--- config.mk ---
export PLATFORM = sky130hd
export DESIGN_NAME = fcfs_queue
export DESIGN_NICKNAME = d
export VERILOG_FILES = /design/src/fcfs_pkg.sv /design/src/fcfs_queue.sv
export VERILOG_INCLUDE_DIRS = /design/src /design/src/src
export SDC_FILE = /design/constraint.sdc
export NUM_CORES = 1
export LEC_CHECK = 0
export BUFFER_PORTS_ARGS = -buffer_cell sky130_fd_sc_hd__buf_4
export CAP_MARGIN = 20
export CORE_MARGIN = 2
export CORE_UTILIZATION = 30
export DETAILED_ROUTE_END_ITERATION = 10
export MAX_ROUTING_LAYER = met4
export PLACE_DENSITY = 0.64
export SLEW_MARGIN = 10
export SYNTH_ARGS = -nofsm -noshare
export SYNTH_HDL_FRONTEND = slang
export SYNTH_SLANG_ARGS = --single-unit
--- constraint.sdc ---
create_clock -name i_clk -period 4.8 [get_ports i_clk]
set_input_delay 0.48 -clock i_clk [delete_from_list [all_inputs] [get_ports i_clk]]
set_output_delay 0.48 -clock i_clk [all_outputs]
set_load 0.02 [all_outputs]
--- src/assert_macros.svh ---
// Assertion macros shared by the face flux stencil RTL.
// No dependencies; included inside module bodies that check their own logic.
`ifndef ASSERT_MACROS_SVH
`define ASSERT_MACROS_SVH

// Same-cycle implication, checked on the rising edge of i_clk outside reset
`define ASSERT_IMPL(label, ante, cons, msg) \
    label: assert property (@(posedge i_clk) disable iff (!i_rst_n) (ante) |-> (cons)) \
        else $error(msg);

// Next-cycle implication, checked on the rising edge of i_clk outside reset
`define ASSERT_NEXT(label, ante, cons, msg) \
    label: assert property (@(posedge i_clk) disable iff (!i_rst_n) (ante) |=> (cons)) \
        else $error(msg);

`endif

--- src/fcfs_pkg.sv ---
// Types, constants and fixed-point helpers for the face flux stencil.
// No dependencies; imported by every module of the block but fcfs_ram.
package fcfs_pkg;

    typedef logic signed [31:0] t_q;
    typedef logic [11:0] t_row;
    typedef logic [9:0]  t_col;

    // configuration register indexes
    localparam logic CFG_ROWS = 1'b0;
    localparam logic CFG_COLS = 1'b1;

    localparam logic [12:0] ROWS_RST = 13'd64;
    localparam logic [10:0] COLS_RST = 11'd64;

    // restoring divider: 49 quotient bits for a 48-bit dividend plus rounding
    localparam logic [5:0] DIV_STEPS = 6'd49;

    localparam t_q Q_MAX = 32'sh7FFF_FFFF;
    localparam t_q Q_MIN = 32'sh8000_0000;

    typedef enum logic {
        FACE_EAST  = 1'b0,
        FACE_NORTH = 1'b1
    } t_dir;

    typedef enum logic [2:0] {
        F_IDLE,
        F_MUL,
        F_EAST,
        F_NORTH,
        F_COMMIT
    } t_fstate;

    typedef enum logic {
        B_IDLE,
        B_DIV
    } t_bstate;

    // one face on its way from the front to the back
    typedef struct packed {
        t_dir dir;
        t_row row;
        t_col col;
        logic last;
        logic is_div;
        t_q   val;   // finished flux, or the boundary value to divide
        t_q   met;   // averaged metric, divisor of a boundary face
    } t_job;

    // one row buffer entry
    typedef struct packed {
        t_q   fx;
        t_q   my;
        logic flag;
        t_q   ev;
    } t_row_ent;

    // Q16.16 product: round half up, then saturate
    function automatic t_q q_rsat(input logic signed [63:0] p);
        logic signed [63:0] t;
        logic signed [47:0] s;
        t = p + 64'sd32768;
        s = 48'(t >>> 16);
        if (s > 48'sd2147483647) begin
            return Q_MAX;
        end else if (s < -48'sd2147483648) begin
            return Q_MIN;
        end else begin
            return t_q'(s[31:0]);
        end
    endfunction

    // average rounded half up; always fits
    function automatic t_q q_avg(input t_q a, input t_q b);
        logic signed [32:0] s;
        s = 33'(a) + 33'(b) + 33'sd1;
        return t_q'(s[32:1]);
    endfunction

endpackage

--- src/fcfs_queue.sv ---
// Two-entry face queue between the front and the back.
// Depends on fcfs_pkg (t_job) and assert_macros.svh.
module fcfs_queue (
    input  logic          i_clk,
    input  logic          i_rst_n,
    input  logic          i_push,
    input  fcfs_pkg::t_job i_job,
    output logic          o_full,
    input  logic          i_pop,
    output fcfs_pkg::t_job o_job,
    output logic          o_empty
);
    import fcfs_pkg::*;
    `include "assert_macros.svh"

    t_job       r_mem [2];
    logic       r_wr;
    logic       r_rd;
    logic [1:0] r_count;

    assign o_full  = (r_count == 2'd2);
    assign o_empty = (r_count == 2'd0);
    assign o_job   = r_mem[r_rd];

    // storage, no reset needed
    always_ff @(posedge i_clk) begin
        if (i_push) begin
            r_mem[r_wr] <= i_job;
        end
    end

    // pointers and fill count
    always_ff @(posedge i_clk) begin
        if (!i_rst_n) begin
            r_wr    <= 1'b0;
            r_rd    <= 1'b0;
            r_count <= 2'd0;
        end else begin
            if (i_push) r_wr <= ~r_wr;
            if (i_pop)  r_rd <= ~r_rd;
            r_count <= r_count + {1'b0, i_push} - {1'b0, i_pop};
        end
    end

    `ASSERT_IMPL(a_no_overflow, i_push, !o_full, "face queue pushed while full")
    `ASSERT_IMPL(a_no_underflow, i_pop, !o_empty, "face queue popped while empty")
endmodule

### Word-level counts from Yosys, hierarchy flattened

Memories as Yosys holds them, arrays and structs flattened. A register that Yosys moved wholly into a read port is not among the register bits.
Index checks and enable logic that the tools add are counted.

* word-level logic and storage cells: 14
* input port bits: 93
* bits in writable memories: 178
* memories kept: 1
* flip-flop bits (word level): 4
* output and inout port bits: 91

Memories
* r_mem: depth 2, bits a word 89, rd ports 1, clocked after memory_dff 1, wr ports 1, line fcfs_queue.sv:16 `t_job r_mem [2];`

* mux-type cells: 4
* reduce and logical (&&, ||, !) cells: 1
* equal/unequal tests: 1
* add/sub/neg operators: 2
* bitwise logic cells: 2

Operator list (number)
* $mux 1: 4
* $add 2x1->2: 1
* $eq 2x2->1 const B: 1
* $logic_not 2->1: 1
* $not 1->1: 2
* $sub 2x1->2: 1

### Depth between registers and ports, before layout

Gate-level depths: netlist of the first run.

* depth in word-level cells: 3
* gate-level depth with buffers: 6

### Worst setup path before layout of the first run

OpenSTA, ideal clock, no wires.

* path kind: input to register
* start point: in i_push
* end point: mem r_mem[0][0] in the netlist's numbering (enable)
* stages: 1
* arrival: 4.393 ns
* library setup time: 0.548 ns
* path buffers: 0
* data required time: 4.252 ns
* slack: -0.142 ns
* cell sequence: nor2b_1

* longest elaborated chain between the ends: 2

RTL lines
* from (decl): line fcfs_queue.sv:6 `input logic i_push,`
* $mux 1: line fcfs_queue.sv:27 `if (i_push) begin`
* $mux 1 (not written as such): line fcfs_queue.sv:28 `r_mem[r_wr] <= i_job;`
* to (decl): line fcfs_queue.sv:16

No other way between the ends.

==> results.toml, run 1 <==
[drt]
post_drt_wl_per_cell_um = 16.4
antenna_left = 0
avgViaCountPerCell = 4.29
num_vias = 3368
dr.pass1.iters = 4
drt-total-wl_um = 12900
drc_errors = 0
drt_iter0_drc = 91

[die]
dieWidth_um = 153
initial_core_util_pct = 30.6
die_y_um = 153
die_area_um2 = 23500
fp-row-count = 54
core_area_um2 = 21800
ios = 184

[timing]
fin_ws_ps = 1830
max_freq_ghz = 0.337
drv_slew = 0
holdWs_ps = 250
rsz0062_at_grt = "no"
setup-violations-final = 0
fin_setup_tns_ps = 0
relSlewSlack_pct = 43.6
fin_skew_ps = 7.23
period_needed_ps = 2970
hold_viol = 0
fin_crit_sh_pct = 61.8
tightest_slew_ps = 846

[pwr]
leakage_nw = 3.29
peakVddDrop_v = 0.000218
power_w = 0.00357
powerDensity_nw_per_um2 = 402

[critical_path]
cp_slowest_stage_delay_ps = 890
crit_chain = "buf_4 -> mux2_2 -> buf_4"
worstSetupStartpointType = "register"
cp_data_arrival_time_ps = 2490
cp_slowest_cell = "dfxtp_4"
cp_common_cell = "buf_4"
ff2ff_path_depth = 2
r2r_start = "r_wr$_SDFFE_PN0P_"
path_class = "register to output port"
rrSetupSlack_ps = 2750
end_kind = "output port"
critPathMaxFanout = 57
required_ps = 4320
reg2reg_to = "r_mem[1][10]$_DFFE_PP_"

[worst_hold_path]
hold_class = "input pin to register"
worstHoldStart = "i_job[47]"
holdPathStages = 1
holdPathEnd = "r_mem[1][47]$_DFFE_PP_"

[yosys]
syn_inst = 298
avgSynthCellArea_um2 = 22.4
yosysTopAreaCellShare_pct = 80.0
synth_area_leaders = "edfxtp_1 80%, mux2_2 13%, mux2_4 2.2%, dfxtp_1 1.5%, buf_2 0.52%"
ys_seq_elements = 183
netlist_area_um2 = 6680
ys_warn_count = 0
yosysSeqAreaShare_pct = 81.5
synthDistinctLibCells = 14
synth_fp_nets = 393
synth_area_leader_cell = "edfxtp_1"

[layout]
drive_above_1_share_pct = 59.4
n_fill_cell = 1983
nets = 588
syn2layout_area_growth_pct = 33.0
diodes = 0
design_area_um2 = 8880

[global_routing]
antenna_found_initial = 0
grt_max_degree = 66
grt_pass1_vias = 3753
grt.overflow.total = 0
grt_pass1_wl_um = 19900
grt_usage_pct = 11.4

[clock_network]
clk_latency_ps = 410
cts_setup_buffers = 0
cts_htree_levels = 4
cts_resized = 0
cts_tree = "yes"
clock_sinks = 183
clk_pin_slew_ps = 60
cts_hold_buffers = 0
cts_buffer_depth = 2
cts-root-buf = "clkbuf_16"
cts_made_buffers = 17

[job]
max-cap-violations = 0

[run_status]
status = "finished, final reports clean"

[placed_design]
place_hpwl_um = 8320
placed_area_um2 = 8380
gp_congestion = 0.703
place_ws_ps = 2210
port_buffers = 183
==> where the power goes <==
group	total [W]	switching, W	leakage [nW]	internal (W)
Clock	0.00120	0.000550	0.239	0.000650
Sequential	0.00189	0.0000403	1.71	0.00185
Combinational	0.000486	0.000240	1.34	0.000246
==> placed cells by master, fill, tap and decap left out <==
master / synthesis / routed
and2_1: 4 / 3
clkinv_1: 0 / 6
dfxtp_4: 0 / 1
o21a_1: 1 / 1
ha_1: 2 / 2
nor2_1: 1 / 1
buf_4: 0 / 185
nor2b_4: 0 / 1
xor2_1: 1 / 1
clkinv_4: 0 / 3
xnor3_1: 1 / 1
mux2_4: 10 / 10
buf_12: 0 / 1
inv_1: 2 / 2
edfxtp_1: 178 / 178
clkinv_2: 0 / 1
dfxtp_1: 5 / 4
clkinvlp_4: 0 / 1
clkbuf_1: 0 / 3
clkbuf_16: 0 / 17
and2_4: 0 / 1
mux2_2: 79 / 79
nor2b_1: 4 / 3
==> state kept, by name, summed over array words and instances, names as in the netlist, named ones only <==
name	cells
r_wr	1
r_rd	1
r_mem	178
r_count	2
==> through the flow <==
stage,instances,utilization (%)
floorplan,298,-
finish,785,40.7
global route,785,40.7
CTS,785,40.7
detailed placement,754,38.4
global placement,754,38.4
==> how the worst max path moves through the flow <==
stage / from / endpoint / slack [ps]
5_1_grt: register / o_job[41] / 1660
6_report: register / o_job[38] / 1830
3_3_place_gp: register / o_job[12] / 2270
2_1_floorplan: i_push / r_mem[0][0]$_DFFE_PP_ / 1540
4_1_cts: register / o_job[1] / 1750
3_5_place_dp: register / o_job[1] / 2210
==> cell families after synthesis <==
| logic type | Yosys count | share of synthesized area [%] |
|---|---|---|
| AO/OA/AOI/OAI | 1 | 0.112 |
| XOR/XNOR | 2 | 0.468 |
| adder cells (fa/ha/maj) | 2 | 0.375 |
| buffers and inverters | 12 | 1.14 |
| flip-flops | 183 | 81.5 |
| multiplexers | 89 | 15.6 |
| AND/OR/NAND/NOR | 9 | 0.805 |
==> critical path, delay by kind of cell, from the launching register on <==
kind	cells	cell delay, ps
buffers and inverters	2	700
DFF	1	890
muxes	1	400
==> synthesized netlist by cell type <==
| cell | instances |
|---|---|
| and2_1 | 4 |
| buf_2 | 7 |
| buf_6 | 3 |
| dfxtp_1 | 5 |
| edfxtp_1 | 178 |
| ha_1 | 2 |
| inv_1 | 2 |
| mux2_2 | 79 |
| mux2_4 | 10 |
| nor2_1 | 1 |
| nor2b_1 | 4 |
| o21a_1 | 1 |
| xnor3_1 | 1 |
| xor2_1 | 1 |
==> area by class of cell <==
cell class	instances	area [µm²]	share of cell area, %
repair buffers	186	1410	15.9
clock buffers	20	437	4.92
clock inverters	11	61.3	0.690
inverters	2	7.51	0.0845
well taps	280	350	3.94
multi-input cells	103	1170	13.1
flip-flops and latches	183	5450	61.4
==> per-layer routing <==
| metal | global-route usage [%] | part of all wire [%] | vias to the layer above | wire [µm] |
|---|---|---|---|---|
| met1 | 12.7 | 42 | 1682 | 5400 |
| met5 | - | 0 | - | 0 |
| met3 | 4.00 | 5.7 | 7 | 738 |
| li1 | - | - | 1564 | - |
| met2 | 19.4 | 52 | 115 | 6640 |
| met4 | 3.13 | 0.78 | 0 | 100 |
Note: power is estimated with default switching activity, not from simulation.
==> run 2: changes to the inputs <==
ABC_AREA = 1   (was unset)
PLACE_DENSITY = 0.62   (was 0.64)
clock period = 2.8 ns   (was 4.8 ns; I/O delays follow)
==> run 2 against run 1 <==
Clock power increased by 95%. Routed wire length rose by 2.9%. Combinational power up 58%. Clock skew up 5.1 ps. Final area rose by 1.2%. Largest power group unchanged. Power is 77% higher. Register-to-register slack lost 1600 ps. Utilization rose by 0.48 points.
==> results.toml, run 2 <==
[pwr]
powerDensity_nw_per_um2 = 703
leakage_nw = 3.36
pwr-share-clk_pct = 37.1
power_frac_comb_pct = 12.1
p_sw_share_pct = 23.1
power_w = 0.00632
peakVddDrop_v = 0.000356
seq_power_share_pct = 50.8
p_int_w = 0.00486
switchingPower_w = 0.00146

[layout]
n_fill_cell = 1980
design_area_um2 = 8980
drive_above_1_share_pct = 59.7
final_cell_mix = "186 x buf_4, 178 x edfxtp_1, 79 x mux2_2"
final_common_cell = "buf_4"
top_register = "r_mem"
reg.largest.list = "r_mem (178), r_count (2)"
syn2layout_area_growth_pct = 34.5
nets = 602
largest_reg_flops = 178
diodes = 0

[drt]
drt-total-wl_um = 13300
avgViaCountPerCell = 4.26
post_drt_wl_per_cell_um = 16.6
dr.pass1.iters = 4
num_vias = 3406
drc_errors = 0
drt_iter0_drc = 169
antenna_left = 0

[timing]
rsz0062_at_grt = "no"
fin_crit_sh_pct = 75.6
period_needed_ps = 2120
max_freq_ghz = 0.472
fin_setup_tns_ps = 0
tightest_slew_ps = 718
setup-violations-final = 0
fin_ws_ps = 682
drv_slew = 0
relSlewSlack_pct = 52.1
fin_skew_ps = 12.4
hold_viol = 0

[clock_network]
clock_sinks = 183
cts_hold_buffers = 0
cts_buffer_depth = 2
cts-root-buf = "clkbuf_16"
clk_latency_ps = 420
cts_tree = "yes"
cts_htree_levels = 4
cts_made_buffers = 17
cts_resized = 0
clk_pin_slew_ps = 70
cts_setup_buffers = 0

[job]
max-cap-violations = 0

[yosys]
ys_seq_elements = 183
synthMuxAreaShare_pct = 15.6
synth-edff-count = 178
synthDistinctLibCells = 12
synth_fp_nets = 405
avgSynthCellArea_um2 = 21.5
synth_top_family_by_area = "multiplexers"
synth_area_leader_cell = "edfxtp_1"
synth_compound_area_share_pct = 0.0749
synth_xor_area_share_pct = 0
async_flop_share_pct = 0
yosys-top-cells-count = "178 x edfxtp_1, 79 x mux2_2, 10 x mux2_4, 9 x nor2_1, 8 x nand2_1"
synthFlopType = "edfxtp_1"
synth-simple-area-share_pct = 1.03
synth_area_leaders = "edfxtp_1 80%, mux2_2 13%, mux2_4 2.2%, dfxtp_1 1.5%, buf_2 0.52%"
synthAdderAreaFrac_pct = 0.375
syn_inst = 310
ys_warn_count = 0
netlist_area_um2 = 6680
yosysMostFrequentCell = "edfxtp_1"
yosysTopAreaCellShare_pct = 80.0
yosysSeqAreaShare_pct = 81.5

[critical_path]
cp_slowest_cell = "dfxtp_4"
cp_slowest_stage_delay_ps = 420
required_ps = 2520
crit_chain = "buf_4 -> mux2_2 -> buf_4"
rrSetupSlack_ps = 1120
crit_family = "buffers and inverters"
critPathBufInv = 2
cp_common_cell = "buf_4"
end_kind = "output port"
path_class = "register to output port"
critPathMaxFanout = 32
cp_data_arrival_time_ps = 1840
worstSetupStartpointType = "register"

[global_routing]
grt_pass1_wl_um = 20200
antenna_found_initial = 0
grt_usage_pct = 11.6
grt_max_degree = 51
grt_pass1_vias = 3721
top_usage_layer = "met2"
use_met3_pct = 3.49
grt.overflow.total = 0
use_met2_pct = 19.5
gr-usage-met1_pct = 13.2

[die]
die_y_um = 153
fp-row-count = 54
ios = 184
dieWidth_um = 153
initial_core_util_pct = 30.6
die_area_um2 = 23500
core_area_um2 = 21800

[placed_design]
placed_area_um2 = 8410
port_buffers = 183
place_hpwl_um = 8770
gp_congestion = 0.715
place_ws_ps = 1080

[worst_hold_path]
hold_class = "input pin to register"

[run_status]
status = "finished, final reports clean"
-- run 2: cell types whose count changed after synthesis, sizes merged, moves of 4 or more --
cell   change
nand2      +8
nor2       +8
and2       -4
nor2b      -4
inv        +5
-- run 2: power by group through the flow --
stage                     clock (W)  combinational [W]  sequential [W]
after floorplan                   0           0.000420         0.00326
after global placement            0           0.000766         0.00326
after detailed placement          0           0.000781         0.00327
after CTS                   0.00242           0.000785         0.00321
after global routing        0.00253           0.000821         0.00322
final                       0.00234           0.000767         0.00321
-- run 2: stage by stage --
step,cells,hold WS (ps),util [%]
6_report,799,40.0,41.2
5_1_grt,799,12.0,41.2
4_1_cts,799,17.6,41.2
3_3_place_gp,768,465,38.5
2_1_floorplan,310,373,-
3_5_place_dp,768,468,38.5
-- run 2: area by class of cell --
| class | instances | area [µm²] | area share [%] |
|---|---|---|---|
| flip-flops and latches | 183 | 5450 | 60.6 |
| repair buffers | 188 | 1440 | 16.0 |
| multi-input cells | 110 | 1150 | 12.8 |
| clock buffers | 18 | 429 | 4.78 |
| well taps | 280 | 350 | 3.90 |
| clock inverters | 13 | 145 | 1.62 |
| inverters | 7 | 28.8 | 0.320 |
-- run 2: final timing paths --
path,cells after the start,end,startpoint
worst min-delay path,1,r_mem[0][39]$_DFFE_PP_,i_job[39]
worst max-delay path,3,o_job[61],register
worst min register to register,2,r_rd$_SDFFE_PN0P_,r_rd$_SDFFE_PN0P_
worst max register to register,3,r_mem[1][84]$_DFFE_PP_,r_wr$_SDFFE_PN0P_
-- run 2: cells by family (layout without fill, tap and decap cells) --
kind of cell,after synthesis,count (layout)
buffers and inverters,17,226
muxes,89,89
DFF,183,183
and+or+nand+nor,18,18
adders and majority gates,2,2
AOI/OAI and AO/OA,1,1
-- run 2: routing by layer --
layer	vias to the layer above	share of wire, %
met4	0	2.1
met5	-	0
li1	1606	-
met1	1669	41
met2	111	52
met3	20	4.9
