### config.mk
export PLATFORM = sky130hd
export DESIGN_NAME = fcfs_back
export DESIGN_NICKNAME = d
export VERILOG_FILES = /design/src/fcfs_pkg.sv /design/src/fcfs_div.sv /design/src/fcfs_back.sv
export VERILOG_INCLUDE_DIRS = /design/src /design/src/src
export SDC_FILE = /design/constraint.sdc
export NUM_CORES = 1
export LEC_CHECK = 0
export ABC_AREA = 0
export BUFFER_PORTS_ARGS = -buffer_cell sky130_fd_sc_hd__buf_2
export CORE_ASPECT_RATIO = 0.5
export CORE_UTILIZATION = 41
export DETAILED_ROUTE_END_ITERATION = 12
export GPL_ROUTABILITY_DRIVEN = 0
export PLACE_DENSITY = 0.71
export SLEW_MARGIN = 10
export SYNTH_ARGS = -nofsm -noshare
export SYNTH_HDL_FRONTEND = slang
export SYNTH_HIERARCHICAL = 1
export SYNTH_SLANG_ARGS = --single-unit
### constraint.sdc
create_clock -name i_clk -period 11.6 [get_ports i_clk]
set_clock_uncertainty 0.05 [all_clocks]
set_input_delay 1.16 -clock i_clk [delete_from_list [all_inputs] [get_ports i_clk]]
set_output_delay 1.16 -clock i_clk [all_outputs]
set_load 0.01 [all_outputs]
### src/assert_macros.svh
// Assertion macros shared by the face flux stencil RTL.
// No dependencies; included inside module bodies that check their own logic.
`ifndef ASSERT_MACROS_SVH
`define ASSERT_MACROS_SVH

// Same-cycle implication, checked on the rising edge of i_clk outside reset
`define ASSERT_IMPL(label, ante, cons, msg) \
    label: assert property (@(posedge i_clk) disable iff (!i_rst_n) (ante) |-> (cons)) \
        else $error(msg);

// Next-cycle implication, checked on the rising edge of i_clk outside reset
`define ASSERT_NEXT(label, ante, cons, msg) \
    label: assert property (@(posedge i_clk) disable iff (!i_rst_n) (ante) |=> (cons)) \
        else $error(msg);

`endif

### src/fcfs_pkg.sv
// Types, constants and fixed-point helpers for the face flux stencil.
// No dependencies; imported by every module of the block but fcfs_ram.
package fcfs_pkg;

    typedef logic signed [31:0] t_q;
    typedef logic [11:0] t_row;
    typedef logic [9:0]  t_col;

    // configuration register indexes
    localparam logic CFG_ROWS = 1'b0;
    localparam logic CFG_COLS = 1'b1;

    localparam logic [12:0] ROWS_RST = 13'd64;
    localparam logic [10:0] COLS_RST = 11'd64;

    // restoring divider: 49 quotient bits for a 48-bit dividend plus rounding
    localparam logic [5:0] DIV_STEPS = 6'd49;

    localparam t_q Q_MAX = 32'sh7FFF_FFFF;
    localparam t_q Q_MIN = 32'sh8000_0000;

    typedef enum logic {
        FACE_EAST  = 1'b0,
        FACE_NORTH = 1'b1
    } t_dir;

    typedef enum logic [2:0] {
        F_IDLE,
        F_MUL,
        F_EAST,
        F_NORTH,
        F_COMMIT
    } t_fstate;

    typedef enum logic {
        B_IDLE,
        B_DIV
    } t_bstate;

    // one face on its way from the front to the back
    typedef struct packed {
        t_dir dir;
        t_row row;
        t_col col;
        logic last;
        logic is_div;
        t_q   val;   // finished flux, or the boundary value to divide
        t_q   met;   // averaged metric, divisor of a boundary face
    } t_job;

    // one row buffer entry
    typedef struct packed {
        t_q   fx;
        t_q   my;
        logic flag;
        t_q   ev;
    } t_row_ent;

    // Q16.16 product: round half up, then saturate
    function automatic t_q q_rsat(input logic signed [63:0] p);
        logic signed [63:0] t;
        logic signed [47:0] s;
        t = p + 64'sd32768;
        s = 48'(t >>> 16);
        if (s > 48'sd2147483647) begin
            return Q_MAX;
        end else if (s < -48'sd2147483648) begin
            return Q_MIN;
        end else begin
            return t_q'(s[31:0]);
        end
    endfunction

    // average rounded half up; always fits
    function automatic t_q q_avg(input t_q a, input t_q b);
        logic signed [32:0] s;
        s = 33'(a) + 33'(b) + 33'sd1;
        return t_q'(s[32:1]);
    endfunction

endpackage

### src/fcfs_div.sv
// Boundary-face divider: value*65536/metric, rounded half away from zero,
// one quotient bit per cycle, saturating. Depends on fcfs_pkg.
module fcfs_div (
    input  logic         i_clk,
    input  logic         i_rst_n,
    input  logic         i_start,
    input  fcfs_pkg::t_q i_v,
    input  fcfs_pkg::t_q i_m,
    input  logic         i_ack,
    output logic         o_done,
    output fcfs_pkg::t_q o_q
);
    import fcfs_pkg::*;

    logic        r_busy;
    logic [5:0]  r_cnt;
    logic [48:0] r_num;
    logic [31:0] r_den;
    logic [31:0] r_rem;
    logic        r_neg, r_zero, r_vpos, r_vzero;

    logic [31:0] v_abs, m_abs;
    logic [32:0] rem_sh;
    logic        ge;

    assign v_abs  = i_v[31] ? (~i_v + 32'd1) : i_v;
    assign m_abs  = i_m[31] ? (~i_m + 32'd1) : i_m;
    assign rem_sh = {r_rem, r_num[48]};
    assign ge     = (rem_sh >= {1'b0, r_den});
    assign o_done = r_busy && (r_cnt == '0);

    // sign fix-up and saturation of the finished quotient
    always_comb begin
        if (r_zero) begin
            o_q = r_vzero ? '0 : (r_vpos ? Q_MAX : Q_MIN);
        end else if (r_neg) begin
            o_q = (r_num > 49'h0_8000_0000) ? Q_MIN : t_q'(~r_num[31:0] + 32'd1);
        end else begin
            o_q = (r_num > 49'h0_7FFF_FFFF) ? Q_MAX : t_q'(r_num[31:0]);
        end
    end

    always_ff @(posedge i_clk) begin
        if (!i_rst_n) begin
            r_busy <= 1'b0;
            r_cnt  <= '0;
        end else if (i_start) begin
            r_busy <= 1'b1;
            r_cnt  <= (i_m == '0) ? '0 : DIV_STEPS;
        end else if (o_done && i_ack) begin
            r_busy <= 1'b0;
        end else if (r_busy && r_cnt != '0) begin
            r_cnt <= r_cnt - 6'd1;
        end
    end

    // restoring division datapath; the remainder always stays below a nonzero divisor
    always_ff @(posedge i_clk) begin
        if (i_start) begin
            r_num   <= {1'b0, v_abs, 16'd0} + {18'd0, m_abs[31:1]};
            r_den   <= m_abs;
            r_rem   <= '0;
            r_neg   <= i_v[31] ^ i_m[31];
            r_zero  <= (i_m == '0);
            r_vpos  <= !i_v[31];
            r_vzero <= (i_v == '0);
        end else if (r_busy && r_cnt != '0) begin
            r_rem <= ge ? 32'(rem_sh - {1'b0, r_den}) : rem_sh[31:0];
            r_num <= {r_num[47:0], ge};
        end
    end
endmodule

### src/fcfs_back.sv
// Back: takes queued faces, divides boundary faces, drives the result
// register. Depends on fcfs_pkg, fcfs_div and assert_macros.svh.
module fcfs_back (
    input  logic           i_clk,
    input  logic           i_rst_n,
    input  logic           i_empty,
    input  fcfs_pkg::t_job i_job,
    output logic           o_pop,
    output logic           o_valid,
    input  logic           i_ready,
    output logic           o_face_dir,
    output fcfs_pkg::t_row o_face_row,
    output fcfs_pkg::t_col o_face_col,
    output fcfs_pkg::t_q   o_face_flux,
    output logic           o_last_face
);
    import fcfs_pkg::*;
    `include "assert_macros.svh"

    t_bstate r_state, n_state;
    t_job    r_job;
    logic    r_out_valid;
    t_dir    r_dir;
    t_row    r_row;
    t_col    r_col;
    t_q      r_flux;
    logic    r_last;

    logic out_free, div_start, div_done, load_direct, load_div;
    t_q   div_q;

    assign out_free = !r_out_valid || i_ready;

    fcfs_div u_div (
        .i_clk   (i_clk),
        .i_rst_n (i_rst_n),
        .i_start (div_start),
        .i_v     (i_job.val),
        .i_m     (i_job.met),
        .i_ack   (load_div),
        .o_done  (div_done),
        .o_q     (div_q)
    );

    // pop, divider start and result loads
    always_comb begin
        n_state     = r_state;
        o_pop       = 1'b0;
        div_start   = 1'b0;
        load_direct = 1'b0;
        load_div    = 1'b0;
        unique case (r_state)
            B_IDLE: begin
                if (!i_empty && out_free) begin
                    o_pop = 1'b1;
                    if (i_job.is_div) begin
                        div_start = 1'b1;
                        n_state   = B_DIV;
                    end else begin
                        load_direct = 1'b1;
                    end
                end
            end
            B_DIV: begin
                if (div_done && out_free) begin
                    load_div = 1'b1;
                    n_state  = B_IDLE;
                end
            end
            default: n_state = B_IDLE;
        endcase
    end

    always_ff @(posedge i_clk) begin
        if (!i_rst_n) begin
            r_state     <= B_IDLE;
            r_out_valid <= 1'b0;
        end else begin
            r_state <= n_state;
            if (load_direct || load_div) begin
                r_out_valid <= 1'b1;
            end else if (i_ready) begin
                r_out_valid <= 1'b0;
            end
        end
    end

    // face held while divided, result register
    always_ff @(posedge i_clk) begin
        if (div_start) begin
            r_job <= i_job;
        end
        if (load_direct) begin
            r_dir  <= i_job.dir;
            r_row  <= i_job.row;
            r_col  <= i_job.col;
            r_last <= i_job.last;
            r_flux <= i_job.val;
        end else if (load_div) begin
            r_dir  <= r_job.dir;
            r_row  <= r_job.row;
            r_col  <= r_job.col;
            r_last <= r_job.last;
            r_flux <= div_q;
        end
    end

    assign o_valid     = r_out_valid;
    assign o_face_dir  = r_dir;
    assign o_face_row  = r_row;
    assign o_face_col  = r_col;
    assign o_face_flux = r_flux;
    assign o_last_face = r_last;

    `ASSERT_IMPL(a_last_is_east, o_valid && o_last_face, o_face_dir == FACE_EAST,
        "last face flagged on a north face")
    `ASSERT_NEXT(a_div_holds_result, r_state == B_DIV && div_done && !out_free,
        div_done, "divider result dropped before it was taken")
endmodule

; ---- Word-level counts from Yosys, hierarchy flattened
; Cells that the tools add are included.
[classes]
add_sub_neg = 6
order_cmp = 3
n_eq_ne = 1
muxes = 41
bitwise = 5
n_reduce_logical = 19
[op_table]
columns = cell, n
row1 = $mux 32, 11
row2 = $mux 49, 2
row3 = $add 32x1->32 const B, 3
row4 = $not 32->32, 3
row5 = $logic_not 32->1, 2
row6 = $add 48x31->49, 1
row7 = $gt 49x31->1 const B, 1
row8 = $gt 49x32->1 const B, 1
row9 = $ge 33x32->1, 1
row10 = $sub 32x32->32, 1
row11 = $mux 12, 2
row12 = $mux 6, 4
row13 = $mux 10, 2
row14 = $mux 1, 19
row15 = $reduce_bool 2->1, 4
row16 = $logic_not 6->1, 1
row17 = $reduce_bool 6->1, 1
row18 = $sub 6x1->6 const B, 1
row19 = $logic_and 1x1->1, 5
row20 = $logic_not 1->1, 3
row21 = $logic_or 1x1->1, 2
row22 = $ne 2x2->1 const B, 1
row23 = $pmux 1 s2, 1
row24 = $reduce_and 2->1, 1
row25 = other kinds (2), 2
[word_totals]
ff_bits = 206
inputBits = 93
output_inout_bits = 58
elab_cells = 95

; ---- Logic depth before layout (Yosys ltp)
[logic_depth]
word_depth = 8
mapped_depth = 18
mapped_depth_nobuf = 17

; ---- Cells and area by module
; The synthesis kept the hierarchy.
[modules_own_cells]
columns = mod, instances, cells_each, area_each_um2
row1 = fcfs_div, 1, 1272, 10674.0
row2 = fcfs_back, 1, 156, 3219.3

; ---- Least setup slack after synthesis
; OpenSTA, ideal clock, no wires.
[synth_timing]
kind = input-to-reg
startpoint = input i_ready
endpoint = register u_div.r_num[0] (enable)
setup_ps = 404
arrival_ps = 9331
t_required_ps = 11146
path_slack_ps = 1815
stages = 6
path_buffers = 2
cell_sequence = nor2b_2 > nor4b_1 > clkbuf_1 > clkbuf_1 > nor2_1 > inv_1
[synth_between]
elab_chain_cells = 5
[synth_lines]
columns = element, line
row1 = "start, declared", fcfs_back.sv:10  ; input logic i_ready,
row2 = $logic_or 1x1->1, fcfs_back.sv:32  ; assign out_free = !r_out_valid || i_ready;
row3 = $logic_and 1x1->1, fcfs_back.sv:54  ; if (!i_empty && out_free) begin
row4 = $mux 1, fcfs_back.sv:54
row5 = $mux 1, fcfs_back.sv:52  ; unique case (r_state)
row6 = named net div_start, fcfs_back.sv:29  ; logic out_free, div_start, div_done, load_direct, load_div;
row7 = $reduce_bool 2->1 (no line), --
row8 = "end signal, assigned", fcfs_div.sv:60  ; r_num <= {1'b0, v_abs, 16'd0} + {18'd0, m_abs[31:1]};
row9 = "end signal, assigned", fcfs_div.sv:69  ; r_num <= {r_num[47:0], ge};
row10 = "end, declared", fcfs_div.sv:17  ; logic [48:0] r_num;
; The timed path passes the listed nets, and every way through them passes these cells.
; A chain may end at the register's enable or synchronous reset.

; ---- Worst setup path after layout
[layout_timing]
startpoint = input i_job[1] (netlist bit)
endpoint = register u_div.r_num[35], data pin
[layout_between]
elab_chain_cells = 5
[layout_lines]
columns = element, line
row1 = "start, declared", fcfs_back.sv:7  ; input fcfs_pkg::t_job i_job,
row2 = $not 32->32, fcfs_div.sv:27  ; assign m_abs = i_m[31] ? (~i_m + 32'd1) : i_m;
row3 = $add 32x1->32, fcfs_div.sv:27
row4 = $mux 32, fcfs_div.sv:27
row5 = named net u_div.m_abs[19], fcfs_div.sv:22  ; logic [31:0] v_abs, m_abs;
row6 = $add 48x31->49, fcfs_div.sv:60
row7 = $mux 49, fcfs_div.sv:59  ; if (i_start) begin
; The timed path passes the listed nets, and every way through them passes these cells.

==> results by group <==
Hold path
  – Worst Hold Path Cells: 2
  – Worst Hold Class: flip-flop to flip-flop

Power and ir drop
  – VDD IR-drop max: between 80 and 90 uV
  – P_leak: a little under 6 nW
  – Total power: 2.87 mW
  – Power per cell area: roughly 180 mW/mm^2

Synth
  – Ys Warns: 6
  – Yosys top cell by area: edfxtp_1
  – Largest cells by area after synthesis: edfxtp_1, dfxtp_1, mux2_2
  – Async SR Flop Fraction: 0%
  – Register area share after synthesis: roughly 42%
  – Synth Net Count: roughly 1600
  – Gate Count Post-Synth: roughly 1400
  – Post-synth top cells: edfxtp_1, nand2_1, nor2_1, o21ai_0, xnor2_1
  – Post-Syn Area per Cell: slightly below 10 sq um
  – EDFF count, synth: roughly 170
  – #FFs+latches synth: 206
  – Most frequent cell after synthesis: edfxtp_1
  – Post-synth top flop: edfxtp_1
  – Distinct cells, synth: 81
  – Yosys top cell area share: 35.7%
  – Synthesized area: approximately 0.014 sq mm

Die
  – Die area: 0.0347 sq mm
  – Io pins: roughly 150
  – Row cnt: 47
  – Initial core utilization: a little over two fifths
  – Die H: 132 um
  – Core area: 0.0332 sq mm
  – Die width: ~260 um

Placement
  – Placed cell count: roughly 2000
  – Pre-CTS WS: around 4.7 ns
  – Post-DP Area: ~0.015 sq mm
  – Dpl hpwl: roughly 28 mm
  – Port bufs: 150

Finish
  – Final nets: roughly 1700
  – Antenna Cells: 0
  – Synthesis-to-finish area growth: 13.2%
  – Post-route cell area: roughly 0.016 sq mm
  – Final cell count without fillers: 1990
  – Share of cells above drive strength 1: a little under a fifth

Detailed routing
  – Routed vias/inst: ~6
  – Final wirelength: 38.9 mm
  – Wire length per cell: roughly 20 um
  – DRT iter0 DRCs: 1416
  – Residual DRC count: 0
  – ANT nets after route: 0
  – DR vias: 11900
  – Router iterations before antenna repair: 5

CTS
  – H-tree depth: 1
  – Longest Clk Path Bufs: 3
  – Clk Latency, worst-skew pair: around 0.53 ns
  – CTS clk-pin slew, worst paths: 0.07 ns
  – Clock Sinks: between 200 and 250
  – Clock tree from TritonCTS: done
  – CTS buffer count: 22
  – Post-CTS setup buffer count: 0
  – Root buffer cell: clkbuf_16
  – Hold-fix buffers, CTS: 0
  – Post-CTS Resized: 0

Setup path
  – Critical path class: input port to flip-flop
  – R2r startpoint: u_div/r_num[0]$_DFFE_PP_
  – Worst reg2reg path endpoint: o_face_flux[11]$_DFFE_PP_
  – Startpoint types: input port
  – Endpoint type of the worst setup path: flip-flop
  – Cell count of the worst reg-to-reg path: 11
  – WP data required: ~12 ns
  – Crit path capture: u_div/r_num[35]$_DFFE_PP_
  – Critical Path Start: i_job[1]
  – Crit Path Max Fanout: 7
  – Worst reg-to-reg setup slack: 6.89 ns
  – WP data arrival: ~6.6 ns

Global route
  – Largest net degree at the start of global routing: 66
  – Number of global-route vias before repair: ~11000
  – GR Util All Layers: 21.8%
  – Global route overflow: 0
  – Antenna violations before repair: 0
  – First-pass GRT wire length: slightly above 60 mm

Status
  – Status: finished clean

Job
  – Max Cap Violations: 0

STA
  – Fmax: between 150 and 200 MHz
  – TNS Setup: 0 ns
  – RSZ-0062 raised after global routing: no
  – Final number of setup-violating endpoints: 0
  – Minimum clock period: about 6.4 ns
  – Worst slew pin tran: 1.17 ns
  – Final Max Tran Viols: 0
  – Worst Slack Setup Final: around 5.2 ns
  – Worst slew margin relative to its limit: a little over a fifth
  – Fin. Hold Viols: 0
  – Final period util: a little under three fifths
==> per-layer routing <==
layer | up-vias | part of all wire, % | track usage (%) | wire length [um]
met5 | - | 0 | 0 | 0
met4 | 0 | 2.1 | 5.42 | 830
met3 | 67 | 7.9 | 2.97 | 3090
met2 | 504 | 44 | 33.9 | 17300
met1 | 5673 | 46 | 31.9 | 17700
li1 | 5641 | - | - | -
==> per-stage QoR <==
| step | util [%] | hold WS (ns) |
|---|---|---|
| after floorplan | - | 0.399 |
| after global placement | 45.1 | 0.434 |
| after detailed placement | 45.1 | 0.443 |
| after CTS | 47.4 | 0.445 |
| after global routing | 47.4 | 0.479 |
| final | 47.4 | 0.439 |
==> sequential cells by signal, summed over array words and instances, names as in the netlist <==
register / flops
u_div/r_vpos: 1
r_job: 24
o_valid: 1
u_div/r_vzero: 1
o_face_col: 10
u_div/r_busy: 1
u_div/r_zero: 1
r_state: 1
o_last_face: 1
u_div/r_rem: 32
o_face_row: 12
o_face_dir: 1
u_div/r_den: 32
u_div/r_num: 49
u_div/r_neg: 1
u_div/r_cnt: 6
o_face_flux: 32
==> worst max-delay path, stage by stage <==
cell       delay, ns
buf_2           0.11
or4_1           0.54
or4_1           0.51
or4_1           0.51
or2_1           0.30
o41ai_1         0.32
xnor2_1         0.15
ha_1            0.37
o21a_1          0.19
a2111oi_0       0.71
o211ai_1        0.27
a31oi_1         0.64
nor4_1          0.22
o21bai_1        0.22
mux2i_1         0.11
a211o_1         0.28
==> area by class of cell <==
class	count	area, sq um
Clock buffer	33	674
Tap cell	441	552
Timing Repair Buffer	159	818
Fill cell	3089	17500
Inverter	65	244
Sequential cell	206	5780
Multi-Input combinational cell	1079	7580
Clock inverter	7	87.6
==> worst min-delay path by stage <==
| stage | start | end | slack, ns |
|---|---|---|---|
| 2_1_floorplan | u_div/r_rem[31]$_SDFFE_PP0P_ | u_div/r_rem[31]$_SDFFE_PP0P_ | 0.40 |
| 3_3_place_gp | u_div/r_rem[11]$_SDFFE_PP0P_ | u_div/r_rem[12]$_SDFFE_PP0P_ | 0.43 |
| 3_5_place_dp | u_div/r_rem[11]$_SDFFE_PP0P_ | u_div/r_rem[12]$_SDFFE_PP0P_ | 0.44 |
| 4_1_cts | u_div/r_rem[12]$_SDFFE_PP0P_ | u_div/r_rem[13]$_SDFFE_PP0P_ | 0.45 |
| 5_1_grt | u_div/r_rem[9]$_SDFFE_PP0P_ | u_div/r_rem[10]$_SDFFE_PP0P_ | 0.48 |
| 6_report | u_div/r_rem[12]$_SDFFE_PP0P_ | u_div/r_rem[13]$_SDFFE_PP0P_ | 0.44 |
==> cells in the final DEF (no fill, tap or decap), drive strengths merged, types with 30 or more instances in the layout <==
cell type / count
xor2: 30
nor3: 48
clkbuf: 33
a21oi: 58
ha: 52
o21ai: 100
xnor2: 77
buf: 159
dfxtp: 41
edfxtp: 165
nor2: 93
inv: 63
mux2: 82
nand2: 118
==> kinds of logic after synthesis <==
kind of cell	synth area share, %
buffers and inverters	4.11
multiplexers	6.93
adder cells (fa/ha/maj)	4.97
XOR/XNOR	6.91
AO/OA/AOI/OAI	18.2
AND/OR/NAND/NOR	17.3
flip-flops	41.6
==> power breakdown <==
group / switching [mW] / total, mW / internal, mW
Sequential: 0.113 / 1.06 / 0.952
Combinational: 0.633 / 1.05 / 0.419
Clock: 0.306 / 0.752 / 0.447
Total: 1.05 / 2.87 / 1.82
No activity file was read; power rests on OpenSTA's default activity.
