## src/assert_macros.svh

```systemverilog
// Assertion macros shared by the face flux stencil RTL.
// No dependencies; included inside module bodies that check their own logic.
`ifndef ASSERT_MACROS_SVH
`define ASSERT_MACROS_SVH

// Same-cycle implication, checked on the rising edge of i_clk outside reset
`define ASSERT_IMPL(label, ante, cons, msg) \
    label: assert property (@(posedge i_clk) disable iff (!i_rst_n) (ante) |-> (cons)) \
        else $error(msg);

// Next-cycle implication, checked on the rising edge of i_clk outside reset
`define ASSERT_NEXT(label, ante, cons, msg) \
    label: assert property (@(posedge i_clk) disable iff (!i_rst_n) (ante) |=> (cons)) \
        else $error(msg);

`endif

```

## src/fcfs_pkg.sv

```systemverilog
// Types, constants and fixed-point helpers for the face flux stencil.
// No dependencies; imported by every module of the block but fcfs_ram.
package fcfs_pkg;

    typedef logic signed [31:0] t_q;
    typedef logic [11:0] t_row;
    typedef logic [9:0]  t_col;

    // configuration register indexes
    localparam logic CFG_ROWS = 1'b0;
    localparam logic CFG_COLS = 1'b1;

    localparam logic [12:0] ROWS_RST = 13'd64;
    localparam logic [10:0] COLS_RST = 11'd64;

    // restoring divider: 49 quotient bits for a 48-bit dividend plus rounding
    localparam logic [5:0] DIV_STEPS = 6'd49;

    localparam t_q Q_MAX = 32'sh7FFF_FFFF;
    localparam t_q Q_MIN = 32'sh8000_0000;

    typedef enum logic {
        FACE_EAST  = 1'b0,
        FACE_NORTH = 1'b1
    } t_dir;

    typedef enum logic [2:0] {
        F_IDLE,
        F_MUL,
        F_EAST,
        F_NORTH,
        F_COMMIT
    } t_fstate;

    typedef enum logic {
        B_IDLE,
        B_DIV
    } t_bstate;

    // one face on its way from the front to the back
    typedef struct packed {
        t_dir dir;
        t_row row;
        t_col col;
        logic last;
        logic is_div;
        t_q   val;   // finished flux, or the boundary value to divide
        t_q   met;   // averaged metric, divisor of a boundary face
    } t_job;

    // one row buffer entry
    typedef struct packed {
        t_q   fx;
        t_q   my;
        logic flag;
        t_q   ev;
    } t_row_ent;

    // Q16.16 product: round half up, then saturate
    function automatic t_q q_rsat(input logic signed [63:0] p);
        logic signed [63:0] t;
        logic signed [47:0] s;
        t = p + 64'sd32768;
        s = 48'(t >>> 16);
        if (s > 48'sd2147483647) begin
            return Q_MAX;
        end else if (s < -48'sd2147483648) begin
            return Q_MIN;
        end else begin
            return t_q'(s[31:0]);
        end
    endfunction

    // average rounded half up; always fits
    function automatic t_q q_avg(input t_q a, input t_q b);
        logic signed [32:0] s;
        s = 33'(a) + 33'(b) + 33'sd1;
        return t_q'(s[32:1]);
    endfunction

endpackage

```

## src/fcfs_front.sv

```systemverilog
// Front: takes cells, forms fluxes on one shared multiplier, keeps the row
// buffer and previous cell, and queues the east and north faces.
// Depends on fcfs_pkg.
module fcfs_front #(
    parameter int MAX_COLS = 1024,
    parameter int MAX_ROWS = 4096
) (
    input  logic                        i_clk,
    input  logic                        i_rst_n,
    // cell channel
    input  logic                        i_valid,
    output logic                        o_ready,
    input  fcfs_pkg::t_q                i_vel_x,
    input  fcfs_pkg::t_q                i_vel_y,
    input  fcfs_pkg::t_q                i_metric_x,
    input  fcfs_pkg::t_q                i_metric_y,
    input  fcfs_pkg::t_q                i_jacobian,
    input  logic                        i_east_is_boundary,
    input  logic                        i_north_is_boundary,
    input  fcfs_pkg::t_q                i_east_boundary_value,
    input  fcfs_pkg::t_q                i_north_boundary_value,
    // configuration
    input  logic                        i_cfg_valid,
    input  logic                        i_cfg_index,
    input  logic [12:0]                 i_cfg_data,
    // face queue
    output logic                        o_push,
    output fcfs_pkg::t_job              o_job,
    input  logic                        i_full,
    // row buffer
    output logic                        o_rd_en,
    output logic                        o_wr_en,
    output logic [$clog2(MAX_COLS)-1:0] o_rd_addr,
    output logic [$clog2(MAX_COLS)-1:0] o_wr_addr,
    output fcfs_pkg::t_row_ent          o_wr_data,
    input  fcfs_pkg::t_row_ent          i_rd_data
);
    import fcfs_pkg::*;

    localparam int CAW = $clog2(MAX_COLS);
    localparam int RW  = $clog2(MAX_ROWS);
    localparam int RCW = (RW + 1 > 13) ? RW + 1 : 13;
    localparam int CCW = (CAW + 1 > 11) ? CAW + 1 : 11;

    t_fstate r_state, n_state;

    logic [12:0]   r_grid_rows;
    logic [10:0]   r_grid_cols;
    logic [RW-1:0] r_row;
    logic [CAW-1:0] r_col;
    logic [2:0]    r_step;

    // latched cell
    t_q   r_vx, r_vy, r_mx, r_my, r_jac, r_ev, r_nv;
    logic r_ef, r_nf;

    // multiplier path
    logic signed [63:0] r_prod;
    t_q   r_jmx, r_jmy, r_fx, r_fy;
    t_q   mul_a, mul_b;

    // previous cell
    t_q   r_prev_fy, r_prev_mx, r_prev_nv;
    logic r_prev_nf;

    logic [RCW-1:0] rows_g, eff_rows, row_x;
    logic [CCW-1:0] cols_g, eff_cols, col_x;
    logic           east_en, north_en, col_wrap, row_wrap;
    logic           accept, cfg_wr;
    t_job           east_job, north_job;

    assign accept = i_valid && o_ready;
    assign cfg_wr = i_cfg_valid;

    // clamp geometry to the supported range
    always_comb begin
        rows_g   = RCW'(r_grid_rows);
        cols_g   = CCW'(r_grid_cols);
        eff_rows = rows_g;
        eff_cols = cols_g;
        if (rows_g < RCW'(2))        eff_rows = RCW'(2);
        if (rows_g > RCW'(MAX_ROWS)) eff_rows = RCW'(MAX_ROWS);
        if (cols_g < CCW'(2))        eff_cols = CCW'(2);
        if (cols_g > CCW'(MAX_COLS)) eff_cols = CCW'(MAX_COLS);
    end

    assign row_x    = RCW'(r_row);
    assign col_x    = CCW'(r_col);
    assign east_en  = (r_row != '0) && (col_x + CCW'(1) < eff_cols);
    assign north_en = (r_col != '0) && (row_x + RCW'(1) < eff_rows);
    assign col_wrap = (col_x + CCW'(1) >= eff_cols);
    assign row_wrap = (row_x + RCW'(1) >= eff_rows);

    // multiplier operand select per step
    always_comb begin
        unique case (r_step)
            3'd0:    begin mul_a = r_jac; mul_b = r_mx; end
            3'd1:    begin mul_a = r_jac; mul_b = r_my; end
            3'd2:    begin mul_a = r_jmx; mul_b = r_vx; end
            3'd3:    begin mul_a = r_jmy; mul_b = r_vy; end
            default: begin mul_a = '0;    mul_b = '0;   end
        endcase
    end

    // east face of the cell above
    always_comb begin
        east_job.dir    = FACE_EAST;
        east_job.row    = t_row'(r_row - RW'(1));
        east_job.col    = t_col'(r_col);
        east_job.last   = (row_x == eff_rows - RCW'(1)) && (col_x == eff_cols - CCW'(2));
        east_job.is_div = i_rd_data.flag;
        east_job.val    = i_rd_data.flag ? i_rd_data.ev : q_avg(i_rd_data.fx, r_fx);
        east_job.met    = q_avg(i_rd_data.my, r_my);
    end

    // north face of the cell to the left
    always_comb begin
        north_job.dir    = FACE_NORTH;
        north_job.row    = t_row'(r_row);
        north_job.col    = t_col'(r_col - CAW'(1));
        north_job.last   = 1'b0;
        north_job.is_div = r_prev_nf;
        north_job.val    = r_prev_nf ? r_prev_nv : q_avg(r_prev_fy, r_fy);
        north_job.met    = q_avg(r_prev_mx, r_mx);
    end

    // next state and handshakes
    always_comb begin
        n_state = r_state;
        o_ready = 1'b0;
        o_push  = 1'b0;
        o_job   = east_job;
        unique case (r_state)
            F_IDLE: begin
                o_ready = 1'b1;
                if (i_valid) n_state = F_MUL;
            end
            F_MUL: begin
                if (r_step == 3'd4) n_state = F_EAST;
            end
            F_EAST: begin
                if (!east_en) begin
                    n_state = F_NORTH;
                end else if (!i_full) begin
                    o_push  = 1'b1;
                    n_state = F_NORTH;
                end
            end
            F_NORTH: begin
                o_job = north_job;
                if (!north_en) begin
                    n_state = F_COMMIT;
                end else if (!i_full) begin
                    o_push  = 1'b1;
                    n_state = F_COMMIT;
                end
            end
            F_COMMIT: n_state = F_IDLE;
            default:  n_state = F_IDLE;
        endcase
    end

    // row buffer: read on accept, write on commit
    assign o_rd_en        = accept;
    assign o_rd_addr      = r_col;
    assign o_wr_en        = (r_state == F_COMMIT);
    assign o_wr_addr      = r_col;
    assign o_wr_data.fx   = r_fx;
    assign o_wr_data.my   = r_my;
    assign o_wr_data.flag = r_ef;
    assign o_wr_data.ev   = r_ev;

    always_ff @(posedge i_clk) begin
        if (!i_rst_n) begin
            r_state <= F_IDLE;
        end else begin
            r_state <= n_state;
        end
    end

    // geometry and position
    always_ff @(posedge i_clk) begin
        if (!i_rst_n) begin
            r_grid_rows <= ROWS_RST;
            r_grid_cols <= COLS_RST;
            r_row       <= '0;
            r_col       <= '0;
        end else if (cfg_wr) begin
            unique case (i_cfg_index)
                CFG_ROWS: r_grid_rows <= i_cfg_data;
                CFG_COLS: r_grid_cols <= i_cfg_data[10:0];
                default:  r_grid_rows <= r_grid_rows;
            endcase
            r_row <= '0;
            r_col <= '0;
        end else if (r_state == F_COMMIT) begin
            if (col_wrap) begin
                r_col <= '0;
                r_row <= row_wrap ? '0 : r_row + RW'(1);
            end else begin
                r_col <= r_col + CAW'(1);
            end
        end
    end

    // previous cell
    always_ff @(posedge i_clk) begin
        if (!i_rst_n) begin
            r_prev_fy <= '0;
            r_prev_mx <= '0;
            r_prev_nf <= 1'b0;
            r_prev_nv <= '0;
        end else if (r_state == F_COMMIT) begin
            r_prev_fy <= r_fy;
            r_prev_mx <= r_mx;
            r_prev_nf <= r_nf;
            r_prev_nv <= r_nv;
        end
    end

    // step counter for the multiplier sequence
    always_ff @(posedge i_clk) begin
        if (!i_rst_n) begin
            r_step <= '0;
        end else if (r_state == F_MUL) begin
            r_step <= r_step + 3'd1;
        end else begin
            r_step <= '0;
        end
    end

    // cell latch and flux products
    always_ff @(posedge i_clk) begin
        if (accept) begin
            r_vx  <= i_vel_x;
            r_vy  <= i_vel_y;
            r_mx  <= i_metric_x;
            r_my  <= i_metric_y;
            r_jac <= i_jacobian;
            r_ef  <= i_east_is_boundary;
            r_nf  <= i_north_is_boundary;
            r_ev  <= i_east_boundary_value;
            r_nv  <= i_north_boundary_value;
        end
        if (r_state == F_MUL) begin
            r_prod <= 64'(mul_a) * 64'(mul_b);
            unique case (r_step)
                3'd1:    r_jmx <= q_rsat(r_prod);
                3'd2:    r_jmy <= q_rsat(r_prod);
                3'd3:    r_fx  <= q_rsat(r_prod);
                3'd4:    r_fy  <= q_rsat(r_prod);
                default: r_fy  <= r_fy;
            endcase
        end
    end
endmodule

```

## config.mk

```make
export PLATFORM = sky130hd
export DESIGN_NAME = fcfs_front
export DESIGN_NICKNAME = d
export VERILOG_FILES = /design/src/assert_macros.svh /design/src/fcfs_pkg.sv /design/src/fcfs_front.sv
export SDC_FILE = /design/constraint.sdc
export NUM_CORES = 2
export LEC_CHECK = 0
export ABC_AREA = 0
export ABC_CLOCK_PERIOD_IN_PS = 22700
export BUFFER_PORTS_ARGS = -buffer_cell sky130_fd_sc_hd__buf_2
export CAP_MARGIN = 20
export CORE_UTILIZATION = 35
export DETAILED_ROUTE_END_ITERATION = 7
export GPL_TIMING_DRIVEN = 0
export PLACE_DENSITY = 0.58
export SETUP_SLACK_MARGIN = 0.5
export SLEW_MARGIN = 10
export SYNTH_ARGS = -nofsm -noshare
export SYNTH_HDL_FRONTEND = slang
export SYNTH_SLANG_ARGS = --single-unit
```

## constraint.sdc

```tcl
create_clock -name i_clk -period 22.7 [get_ports i_clk]
set_input_delay 2.27 -clock i_clk [delete_from_list [all_inputs] [get_ports i_clk]]
set_output_delay 2.27 -clock i_clk [all_outputs]
set_load 0.05 [all_outputs]
```

; Yosys cells after proc, flatten, opt, wreduce, memory -nomap -nowiden
; Cells that the tools add are included.
; Widths: inputs -> output; s select.
[classes]
magnitude_cmp = 10
multipliers = 1
bitwise_logic = 2
n_addsub = 18
mux = 25
n_eq_ne = 14
reduce_logical = 19
[ops]
columns = operator, count
row1 = $add 32x32->33, 4
row2 = $add 33x2->33 const B, 4
row3 = $mux 32, 4
row4 = $pmux 32 s4, 1
row5 = $pmux 32 s3, 1
row6 = $mux 89, 1
row7 = $add 64x17->64 const B, 1
row8 = $mul 32x32->64, 1
row9 = $gt 48x32->1 const B, 1
row10 = $lt 48x32->1 const B, 1
row11 = $mux 13, 2
row12 = $mux 11, 2
row13 = $mux 3, 6
row14 = $reduce_and 2->1, 8
row15 = $add 12x1->13 const B, 1
row16 = $eq 12x13->1, 1
row17 = $ge 13x13->1, 1
row18 = $gt 13x13->1 const B, 1
row19 = $lt 13x13->1, 1
row20 = $lt 13x2->1 const B, 1
row21 = $sub 13x1->13 const B, 1
row22 = $add 12x1->12 const B, 1
row23 = $eq 3x2->1 const B, 4
row24 = $mux 12, 1
row25 = 26 further kinds, 39
[totals]
out_inout_bits = 210
word_cells = 113
input_bits = 342
ff_bits = 567

; Logic depth before layout (Yosys ltp)
[depth]
depth_word = 7
depth_mapped = 39
ltp_nobuf = 36

; Worst setup path after synthesis
; Ideal clock, no wire load.
[synth_path]
path_type = input-to-output
from = input i_valid
to = output o_rd_en
required_time_ns = 20.430
slack_ns = 12.716
path_stages = 1
t_arrival_ns = 7.714
n_path_buf = 0
path_cell_list = and2_1
[synth_between]
elab_chain_len = 1
[synth_rtl]
columns = element, line_no
row1 = start: declaration, fcfs_front.sv:11  ; input logic i_valid,
row2 = $logic_and 1x1->1, fcfs_front.sv:72  ; assign accept = i_valid && o_ready;
row3 = end: declaration, fcfs_front.sv:31  ; output logic o_rd_en,
; Every way passes these cells.

; Worst setup path in the final report
[layout_path]
from = register r_step[0]
to = register r_prod[56] (data pin)
[layout_between]
elab_chain_len = 4
elab_cells_between_ends = 8
cone_classes = mul: 1 / eq/ne: 3 / mux: 2 / reduce/logical: 2
[layout_rtl]
columns = element, line_no
row1 = start: declaration, fcfs_front.sv:51  ; logic [2:0] r_step;
row2 = start signal: assignment, fcfs_front.sv:226  ; r_step <= r_step + 3'd1;
row3 = $eq 3x1->1 / $logic_not 3->1 (equally long branches), fcfs_front.sv:96  ; unique case (r_step)
row4 = $reduce_or 2->1 (no source line), --
row5 = $pmux 32 s3, fcfs_front.sv:96
row6 = $mul 32x32->64 (*), fcfs_front.sv:246  ; r_prod <= 64'(mul_a) * 64'(mul_b);
row7 = end signal: assignment, fcfs_front.sv:246
row8 = end: declaration, fcfs_front.sv:58  ; logic signed [63:0] r_prod;
; Every way passes the cells marked *; elsewhere a longest branch is shown, timed or not.
; A chain may end at the register's enable or synchronous reset.

==> reports/metrics.cfg <==
[clock_tree]
cts_resized = 0
clock-sinks = 552
clk_path_buf_depth = 3
cts.htree.levels = 3
cts_hold_buf = 0
post-cts-setup-buffers = 0
clk_pin_slew_ns = 0.06
clock-root-buffer = clkbuf_16
cts_buffers = 69
cts_tree = yes
clock_latency_ns = 0.75

[logic_synthesis]
synth_edf_count = 403
synth_nets = 8551
synth.distinct_cells = 89
avgSynthCellArea_um2 = 9.44
ys_seq_elements = 552
synthesis.area_mm2 = 0.0640
seq_area_frac_synth_pct = 23.6
synth-main-ff-cell = edfxtp_1
synthArstFlopShare_pct = 0
yosysWarningCount = 0
synth_cells = 6780

[routing]
dr.pass1.iters = 7
vias_per_cell = 5.51
drtAntennaViolNets = 0
drtIter0Drc = 5079
wl_um = 312000
vias = 54600
drc = 0
wl_per_cell_um = 31.5

[cells_and_area]
mostFrequentLayoutCells = 1084 x fa_1, 1048 x inv_1, 1046 x nand2_1
drive_gt1_share_pct = 11.1
fillers = 18300
fin_util_pct = 40.4
final_cell_area_mm2 = 0.0732
mostFrequentLayoutCell = fa_1
area_growth_pct = 14.4
final_nets = 9243

[sta]
worst_pin_slew_ns = 1.28
rsz0062_at_grt = false
fin_skew_ns = 0.0597
worst_slew_margin_rel_pct = 14.7
period_minus_slack_ns = 14.90
slew_viol_final = 0
final-hold-violation-count = 0
finalSetupViolations = 0
hold_ws_ns = 0.454
post-route-period-util_pct = 65.6
setup_tns_ns = 0
fmax_ghz = 0.0671

[place]
port_buffers = 550
gp_congestion = 1.09
post_dp_cell_area_mm2 = 0.0708
place_hpwl_um = 264000

[worst_setup_path]
reg2reg_to = r_prod[56]
critPathMostFrequentCell = fa_1
r2r_slack_ns = 7.80
required_ns = 23.14
critPathMaxFanout = 10
reg2reg_from = r_step[0]
reg2reg_depth = 37
critical_path_class = register to register
crit_arrival_ns = 15.34
cp-end-kind = register
slowest_delay_ns = 0.90
cp_slowest_cell = buf_1
cp-start-kind = register

[grt]
grt_max_degree = 59
grt_usage_pct = 33.7
antenna_found_initial = 40
grt_pass1_wl_um = 432000
grt-ovfl-total = 0
grt_pass1_vias = 56000

[run_status]
status = complete, no violations

[min_path]
hold_end = r_prev_nv[19]
hold_depth = 2
min_from = r_prev_nv[19]
min_path_type = register to register

[die]
die_x_um = 430
ios = 552
row_count = 156
start_util_pct = 35.3
fp.dieH_um = 430
core-area_mm2 = 0.181
die_area_mm2 = 0.185

[flow_run]
cap_violations = 0

cell type report:
type	instances	area [um^2]	area share (%)
diodes	15	37.5	0.0513
plain buffers	288	1140	1.56
clock buffers	87	1850	2.52
clock inverters	41	522	0.712
inverters	1051	3950	5.39
multi-input cells	4889	44000	60.1
flip-flops and latches	552	15100	20.6
well taps	2370	2970	4.05
repair buffers	621	3650	4.98
sequential cells by signal (all words and copies together), names as in the netlist, 13 cells and up:
signal / flops
r_prod: 49
r_ev: 32
r_fx: 32
r_fy: 32
r_jac: 32
r_jmx: 32
r_jmy: 32
r_mx: 32
r_my: 32
r_nv: 32
r_prev_fy: 32
r_prev_mx: 32
r_prev_nv: 32
r_vx: 32
r_vy: 32
r_grid_rows: 13
critical path: cells and delay by family, from the launching register on:
family,cells,cell delay [ns]
fa+ha+maj,10,4.56
buf+inv,9,3.46
xor+xnor,1,0.14
flops,1,0.35
simple gates,6,2.05
compound gates,11,3.93
how the worst max path moves through the flow:
stage,from,endpoint
floorplan,i_valid,o_rd_en
global placement,r_step[0],r_prod[60]
detailed placement,r_step[0],r_prod[56]
CTS,r_step[0],r_prod[56]
global route,r_step[0],r_prod[56]
finish,r_step[0],r_prod[56]
cells in the mapped netlist (75+ instances only):
| cell | instances | area [um^2] |
|---|---|---|
| fa_1 | 1085 | 21700 |
| inv_1 | 1048 | 3930 |
| nand2_1 | 1046 | 3930 |
| nor2_1 | 745 | 2800 |
| a21oi_1 | 409 | 2050 |
| edfxtp_1 | 403 | 12100 |
| ha_1 | 344 | 4300 |
| clkbuf_1 | 245 | 920 |
| o21ai_0 | 152 | 761 |
| dfxtp_1 | 149 | 2980 |
| xnor2_1 | 148 | 1300 |
| xor2_1 | 115 | 1010 |
| a21o_1 | 84 | 631 |
| nand3_1 | 75 | 375 |
cell families (layout without fill, tap and decap cells):
group / count (synthesis) / in the layout / share of synthesized area [%]
buf+inv: 1339 / 2088 / 7.93
fa+ha+maj: 1429 / 1429 / 40.7
simple gates: 2225 / 2225 / 14.7
mux: 7 / 7 / 0.109
other cells: 0 / 15 / 0
compound gates: 965 / 965 / 9.48
flops: 552 / 552 / 23.6
xor+xnor: 263 / 263 / 3.60
metal layers:
metal  track usage (%)  share of wire, %  vias up
li1                  -                 -    23100
met1              41.5                39    28100
met2              54.0                46     2729
met3              6.01               7.4      768
met4              22.8               8.0        8
met5                 0             0.016        -
through the flow:
stage	setup slack, ns	instances
2_1_floorplan	12.72	6780
4_1_cts	7.94	9898
6_report	7.80	9914
5_1_grt	7.49	9909
3_5_place_dp	8.01	9770
3_3_place_gp	8.03	9700
Power is not shown: default switching activity piles up to over one toggle a cycle in this logic, so the estimate is an artifact.
